### src/rtl/kmc_pkg.sv
// ----------------------------------------------------------------------------
// kmc_pkg: shared constants and types for the k-means cluster engine
// Sizes of the sample store and centroid set, derived widths, command and
// configuration register codes, and the state machine types.
// ----------------------------------------------------------------------------
`default_nettype none

package kmc_pkg;

  localparam int SAMPLE_DEPTH  = 256;
  localparam int NUM_CLUSTERS  = 2;
  localparam int NUM_FEATURES  = 4;
  localparam int FEATURE_WIDTH = 16;

  // Derived widths.
  localparam int SIW   = (SAMPLE_DEPTH > 1) ? $clog2(SAMPLE_DEPTH) : 1;
  localparam int FIW   = (NUM_FEATURES > 1) ? $clog2(NUM_FEATURES) : 1;
  localparam int CIW   = (NUM_CLUSTERS > 1) ? $clog2(NUM_CLUSTERS) : 1;
  localparam int SAW   = SIW + FIW;
  localparam int CNTW  = SIW + 1;
  localparam int SUMW  = FEATURE_WIDTH + SIW + 1;
  localparam int DISTW = 2 * FEATURE_WIDTH + FIW;
  localparam int STEPW = $clog2(SUMW);

  // Command codes.
  localparam logic [1:0] CMD_WRITE  = 2'd0;
  localparam logic [1:0] CMD_RUN    = 2'd1;
  localparam logic [1:0] CMD_RLABEL = 2'd2;
  localparam logic [1:0] CMD_RCENT  = 2'd3;

  // Configuration register indexes.
  localparam logic [1:0] CFG_SAMPLE_COUNT = 2'd0;
  localparam logic [1:0] CFG_SEED_SAMPLE  = 2'd1;
  localparam logic [1:0] CFG_ITER_LIMIT   = 2'd2;

  typedef enum logic [3:0] {
    ST_IDLE,
    ST_RLABEL,
    ST_ISSUE,
    ST_WAIT1,
    ST_WAIT2,
    ST_EVAL,
    ST_ITER,
    ST_UPDATE,
    ST_DWAIT,
    ST_ITEREND,
    ST_FINISH
  } state_t;

  typedef enum logic [1:0] {
    MODE_LOAD,
    MODE_SCAN,
    MODE_ASSIGN
  } mode_t;

endpackage

`default_nettype wire

### src/rtl/kmc_div.sv
// ----------------------------------------------------------------------------
// kmc_div: sequential signed-by-unsigned divider
// Restoring division of a member sum by a member count, one quotient bit per
// cycle, truncating toward zero.
// ----------------------------------------------------------------------------
`default_nettype none

module kmc_div (
  input  wire                                    clk,
  input  wire                                    rst_n,
  input  wire                                    start,
  input  wire logic signed [kmc_pkg::SUMW-1:0]   dividend,
  input  wire logic [kmc_pkg::CNTW-1:0]          divisor,
  output logic signed [kmc_pkg::FEATURE_WIDTH-1:0] quotient,
  output logic                                   done
);
  import kmc_pkg::*;

  logic             busy_r;
  logic             done_r;
  logic             neg_r;
  logic [STEPW-1:0] step_r;
  logic [SUMW-1:0]  quo_r;
  logic [CNTW-1:0]  rem_r;
  logic [CNTW-1:0]  den_r;
  logic [CNTW:0]    trial;
  logic             ge;
  logic [SUMW-1:0]  quo_signed;

  // One restoring step: shift in the next dividend bit and try a subtract.
  assign trial = {rem_r, quo_r[SUMW-1]};
  assign ge    = (trial >= {1'b0, den_r});

  // Control registers.
  always_ff @(posedge clk) begin
    if (!rst_n) begin
      busy_r <= 1'b0;
      done_r <= 1'b0;
      step_r <= '0;
    end else begin
      done_r <= 1'b0;
      if (start) begin
        busy_r <= 1'b1;
        step_r <= '0;
      end else if (busy_r) begin
        step_r <= step_r + 1'b1;
        if (step_r == STEPW'(SUMW - 1)) begin
          busy_r <= 1'b0;
          done_r <= 1'b1;
        end
      end
    end
  end

  // Datapath registers.
  always_ff @(posedge clk) begin
    if (start) begin
      quo_r <= dividend[SUMW-1] ? (-dividend) : dividend;
      neg_r <= dividend[SUMW-1];
      den_r <= divisor;
      rem_r <= '0;
    end else if (busy_r) begin
      rem_r <= ge ? CNTW'(trial - {1'b0, den_r}) : trial[CNTW-1:0];
      quo_r <= {quo_r[SUMW-2:0], ge};
    end
  end

  // Apply the sign and keep the feature width.
  assign quo_signed = neg_r ? (-quo_r) : quo_r;
  assign quotient   = quo_signed[FEATURE_WIDTH-1:0];
  assign done       = done_r;

endmodule

`default_nettype wire

### config.mk
export PLATFORM = sky130hd
export DESIGN_NAME = kmc_div
export DESIGN_NICKNAME = d
export VERILOG_FILES = /design/src/rtl/kmc_pkg.sv /design/src/rtl/kmc_div.sv
export SDC_FILE = /design/constraint.sdc
export NUM_CORES = 1
export LEC_CHECK = 0
export BUFFER_PORTS_ARGS = -buffer_cell sky130_fd_sc_hd__buf_2
export CORE_MARGIN = 8
export CORE_UTILIZATION = 41
export CTS_BUF_LIST = sky130_fd_sc_hd__clkbuf_2
export DETAILED_ROUTE_END_ITERATION = 8
export MAX_ROUTING_LAYER = met4
export PLACE_DENSITY = 0.62
export SYNTH_ARGS = -nofsm -noshare
export SYNTH_HDL_FRONTEND = slang
export SYNTH_SLANG_ARGS = --single-unit
### constraint.sdc
create_clock -name clk -period 3.8 [get_ports clk]
set_input_delay 0 -clock clk [delete_from_list [all_inputs] [get_ports clk]]
set_output_delay 0 -clock clk [all_outputs]
set_load 0.1 [all_outputs]
# == Word-level counts from Yosys, hierarchy flattened ==
# Index checks and enable logic that the tools add are counted.
# totals
register_bits,51
in_bits,37
out_inout_bits,17
word_cells,27
# op_classes
n_addsub,4
magnitude_cmp,1
n_eq_ne,1
muxes,9
bitwise_logic,2
reduce_logical,3
# ops
operator,n
two-way mux 25 bit,3
negator 25 bit,1
two-way mux 16 bit,1
negator 16 bit,1
>= comparator 10 x 9 -> 1 bit,1
two-way mux 9 bit,1
subtractor 9 bit,1
adder 5 x 1 -> 5 bit (second input constant),1
== test 5 bit (second input constant),1
two-way mux 1 bit,4
OR reduction 3 bit,1
inverter 1 bit,2
nonzero test 2 bit,1
OR reduction 2 bit,1

# == Logic depth before layout (Yosys ltp) ==
# depth
ltp_word,4
ltp_mapped,10
mapped_depth_nobuf,9

# == Least setup slack after synthesis ==
# OpenSTA, ideal clock, no wires.
# synth_path
path_kind,reg2out
from,reg neg_r
to,out quotient[1] (netlist bit)
t_arrival_ps,2767
required_time_ps,3800
setup_slack_ps,1033
stages_incl_launch_ff,3
cell_sequence,edfxtp_1 > clkbuf_1 > o21ai_0
# synth_via
elab_chain_len,1
# synth_lines
item,line,source
start: declaration,kmc_div.sv:21,logic neg_r;
start signal: assignment,kmc_div.sv:59,neg_r <= dividend[SUMW-1];
two-way mux 16 bit,kmc_div.sv:69,assign quo_signed = neg_r ? (-quo_r) : quo_r;
end: declaration,kmc_div.sv:14,"output logic signed [kmc_pkg::FEATURE_WIDTH-1:0] quotient,"
# No other way between the ends.

# == Worst setup path in the final report ==
# layout_path
from,reg den_r[6]
to,reg rem_r[7]
# layout_via
elab_chain_len,2
elab_cells_between_ends,3
classes_between,1 x add/sub; 1 x order compare; 1 x mux
# layout_lines
item,line,source
start: declaration,kmc_div.sv:25,logic [CNTW-1:0] den_r;
start signal: assignment,kmc_div.sv:60,den_r <= divisor;
subtractor 9 bit / >= comparator 10 x 9 -> 1 bit (equally long branches),"kmc_div.sv:63, kmc_div.sv:32",
two-way mux 9 bit (*),kmc_div.sv:63,"rem_r <= ge ? CNTW'(trial - {1'b0, den_r}) : trial[CNTW-1:0];"
end signal: assignment,kmc_div.sv:63,
end: declaration,kmc_div.sv:24,logic [CNTW-1:0] rem_r;
# Every way passes the cells marked *; elsewhere a longest branch is shown, timed or not.
# A chain may end at the register's enable or synchronous reset.

==> impl_metrics.yaml <==
global_route:
  antenna_found_initial: 0
  grt_use_total_pct: 14.35
  grt_max_degree: 66
  grt_pass1_vias: 2761
  grt_first_pass_wirelength_um: 12940
  overflow: 0
sta:
  worst_hold_slack_ns: 0.01360
  fin_crit_ns: 2.652
  fin_ws_ns: 1.148
  hold_viol_final: 0
  setup_tns_ns: 0
  period_share_pct: 69.78
  slew_headroom_pct: 29.37
  skew_ns: 0.02099
  fmax_mhz: 377.1
  slew_viol_final: 0
  tightest_slew_ns: 1.057
  setup_viol: 0
  rsz0062_at_grt: "no"
die:
  core_um2: 7727
  io_pins: 54
  die_w_um: 105.3
  chipHeight_um: 105.3
  row_count: 32
  dieArea_um2: 11080
  initial_utilization_pct: 42.28
logic_synthesis:
  yosys-top-cells-area: "edfxtp_1 (32%), dfxtp_1 (9.8%), xor2_1 (7.2%)"
  yosysTopAreaCell: "edfxtp_1"
  seq_area_frac_synth_pct: 41.98
  syn_avg_cell_area_um2: 9.334
  netlist.area_leader.share_pct: 32.17
  synth_cell_types: 45
  syn_area_um2: 3267
  ys_top_cells_by_count: "nor2_1 (44), edfxtp_1 (35), a21oi_1 (33), xor2_1 (27), nand2_1 (26)"
  yosysWarnings: 0
  synthFlopType: "edfxtp_1"
  post-synth-top-count-cell: "nor2_1"
  ys_seq_elements: 51
  async_flop_share_pct: 0
  syn_nets: 401
  synthCells: 350
  synth_edf_count: 35
cells_and_area:
  finish.utilization_pct: 52.23
  nFillCells: 737
  syn2layout_area_growth_pct: 23.55
  fin_cells: 537
  drive_gt1_share_pct: 15.90
  finalInstanceArea_um2: 4036
  nets: 484
setup_path:
  path_max_fanout: 14
  crit_type: "reg2reg"
  end_kind: "flip-flop"
  reg2reg_depth: 7
  startpoint_type: "flip-flop"
  arrival_ns: 3.03
  worstPathRequired_ns: 4.18
place:
  place.gp.congestion: 0.8621
  hpwl_um: 5338
  io_buffers: 53
  dp.cells: 493
  dpl_worst_slack_ns: 1.206
  place_area_um2: 3616
clock_tree:
  cts_max_level: 2
  clock-sinks: 51
  path_clk_slew_ns: 0.27
  cts.path.max_buffers: 2
  cts_tree: "built"
  post_cts_resized: 0
  cts_buffers: 5
  clock_latency_ns: 0.44
  cts_root_buffer: "clkbuf_2"
power:
  vdd_drop_max_v: 0.0001788
  p_per_area_nw_per_um2: 403.0
  finalPower_mw: 1.627
  leakage_nw: 1.641
detailed_routing:
  wire_per_inst_um: 14.14
  drcViolationCount: 0
  wl_um: 7594
  vias: 2783
  ant_nets: 0
  drtPass1Iterations: 4
  viasPerCell: 5.182
  drtIter0Drc: 122
run_status:
  status: "complete, no violations"
hold_path:
  holdPathStages: 3
  hp-class: "in2reg"
run:
  drv_cap: 0
-- path summary, 6_finish.rpt --
check | startpoint | slack [ns] | to
setup / recovery | den_r[6] | 1.15 | rem_r[7]
hold / removal | dividend[19] | 0.01 | quo_r[19]
setup reg to reg | den_r[6] | 1.15 | rem_r[7]
hold reg to reg | rem_r[4] | 0.52 | rem_r[5]
-- power breakdown --
group / switching (mW) / total (mW) / internal, mW
clock network: 0.177 / 0.291 / 0.113
registers: 0.0418 / 0.698 / 0.656
logic: 0.451 / 0.638 / 0.187
total: 0.670 / 1.63 / 0.957
-- state kept, by name (all words and copies together), names as in the netlist --
signal  count
quo_r      25
den_r       9
rem_r       9
step_r      5
busy_r      1
done        1
neg_r       1
-- final cells by class --
| class | instances | area (um^2) | share of cell area, % |
|---|---|---|---|
| Antenna cell | 1 | 2.502 | 0.06200 |
| Clock buffer | 6 | 30.03 | 0.7440 |
| Clock inverter | 2 | 37.54 | 0.9299 |
| Inverter | 23 | 86.33 | 2.139 |
| Multi-Input combinational cell | 262 | 1750 | 43.37 |
| Sequential cell | 51 | 1371 | 33.97 |
| Tap cell | 102 | 127.6 | 3.162 |
| Timing Repair Buffer | 90 | 630.6 | 15.62 |
-- cells by family after synthesis --
logic type / count (synthesis) / share of synthesized area, %
compound gates: 87 / 17.92
buf+inv: 37 / 4.443
xor+xnor: 44 / 11.80
simple gates: 109 / 15.82
flops: 51 / 41.98
fa+ha+maj: 14 / 5.592
mux: 8 / 2.451
-- placed cells by master (no fill, tap or decap), types with 4 or more instances in the layout --
| master | n |
|---|---|
| a211oi_1 | 6 |
| a21oi_1 | 33 |
| buf_2 | 53 |
| clkbuf_2 | 6 |
| dfxtp_1 | 16 |
| dlygate4sd3_1 | 35 |
| edfxtp_1 | 35 |
| ha_1 | 13 |
| inv_1 | 23 |
| mux2i_1 | 8 |
| nand2_1 | 26 |
| nand2b_1 | 4 |
| nand3_1 | 4 |
| nand4_1 | 4 |
| nand4b_1 | 4 |
| nor2_1 | 44 |
| nor2b_1 | 4 |
| nor3_1 | 7 |
| o21ai_0 | 14 |
| o31ai_1 | 11 |
| o41ai_1 | 4 |
| or4_1 | 5 |
| xnor2_1 | 17 |
| xor2_1 | 27 |
-- per-layer routing --
layer | part of all wire (%) | wire length (um) | vias to the layer above | global-route usage, %
met2 | 47 | 3562 | 52 | 22.93
met4 | 2.3 | 176 | 0 | 5.097
met3 | 3.7 | 283 | 15 | 2.741
met1 | 47 | 3572 | 1283 | 17.70
li1 | - | - | 1433 | -
met5 | 0 | 0 | - | -
-- critical path, stage by stage, from the launching register on --
cell,delay [ns]
edfxtp_1,0.40
inv_1,0.04
ha_1,0.36
nand4b_1,0.18
or4_1,0.59
o211a_2,0.27
or4_1,0.55
a211oi_1,0.20
-- repair_timing --
| action | in CTS | in global routing |
|---|---|---|
| hold buffers | 35 | 0 |
| hold endpoints to repair | 42 | 0 |
| setup buffers | 0 | 0 |
(Power assumes the default switching activity.)
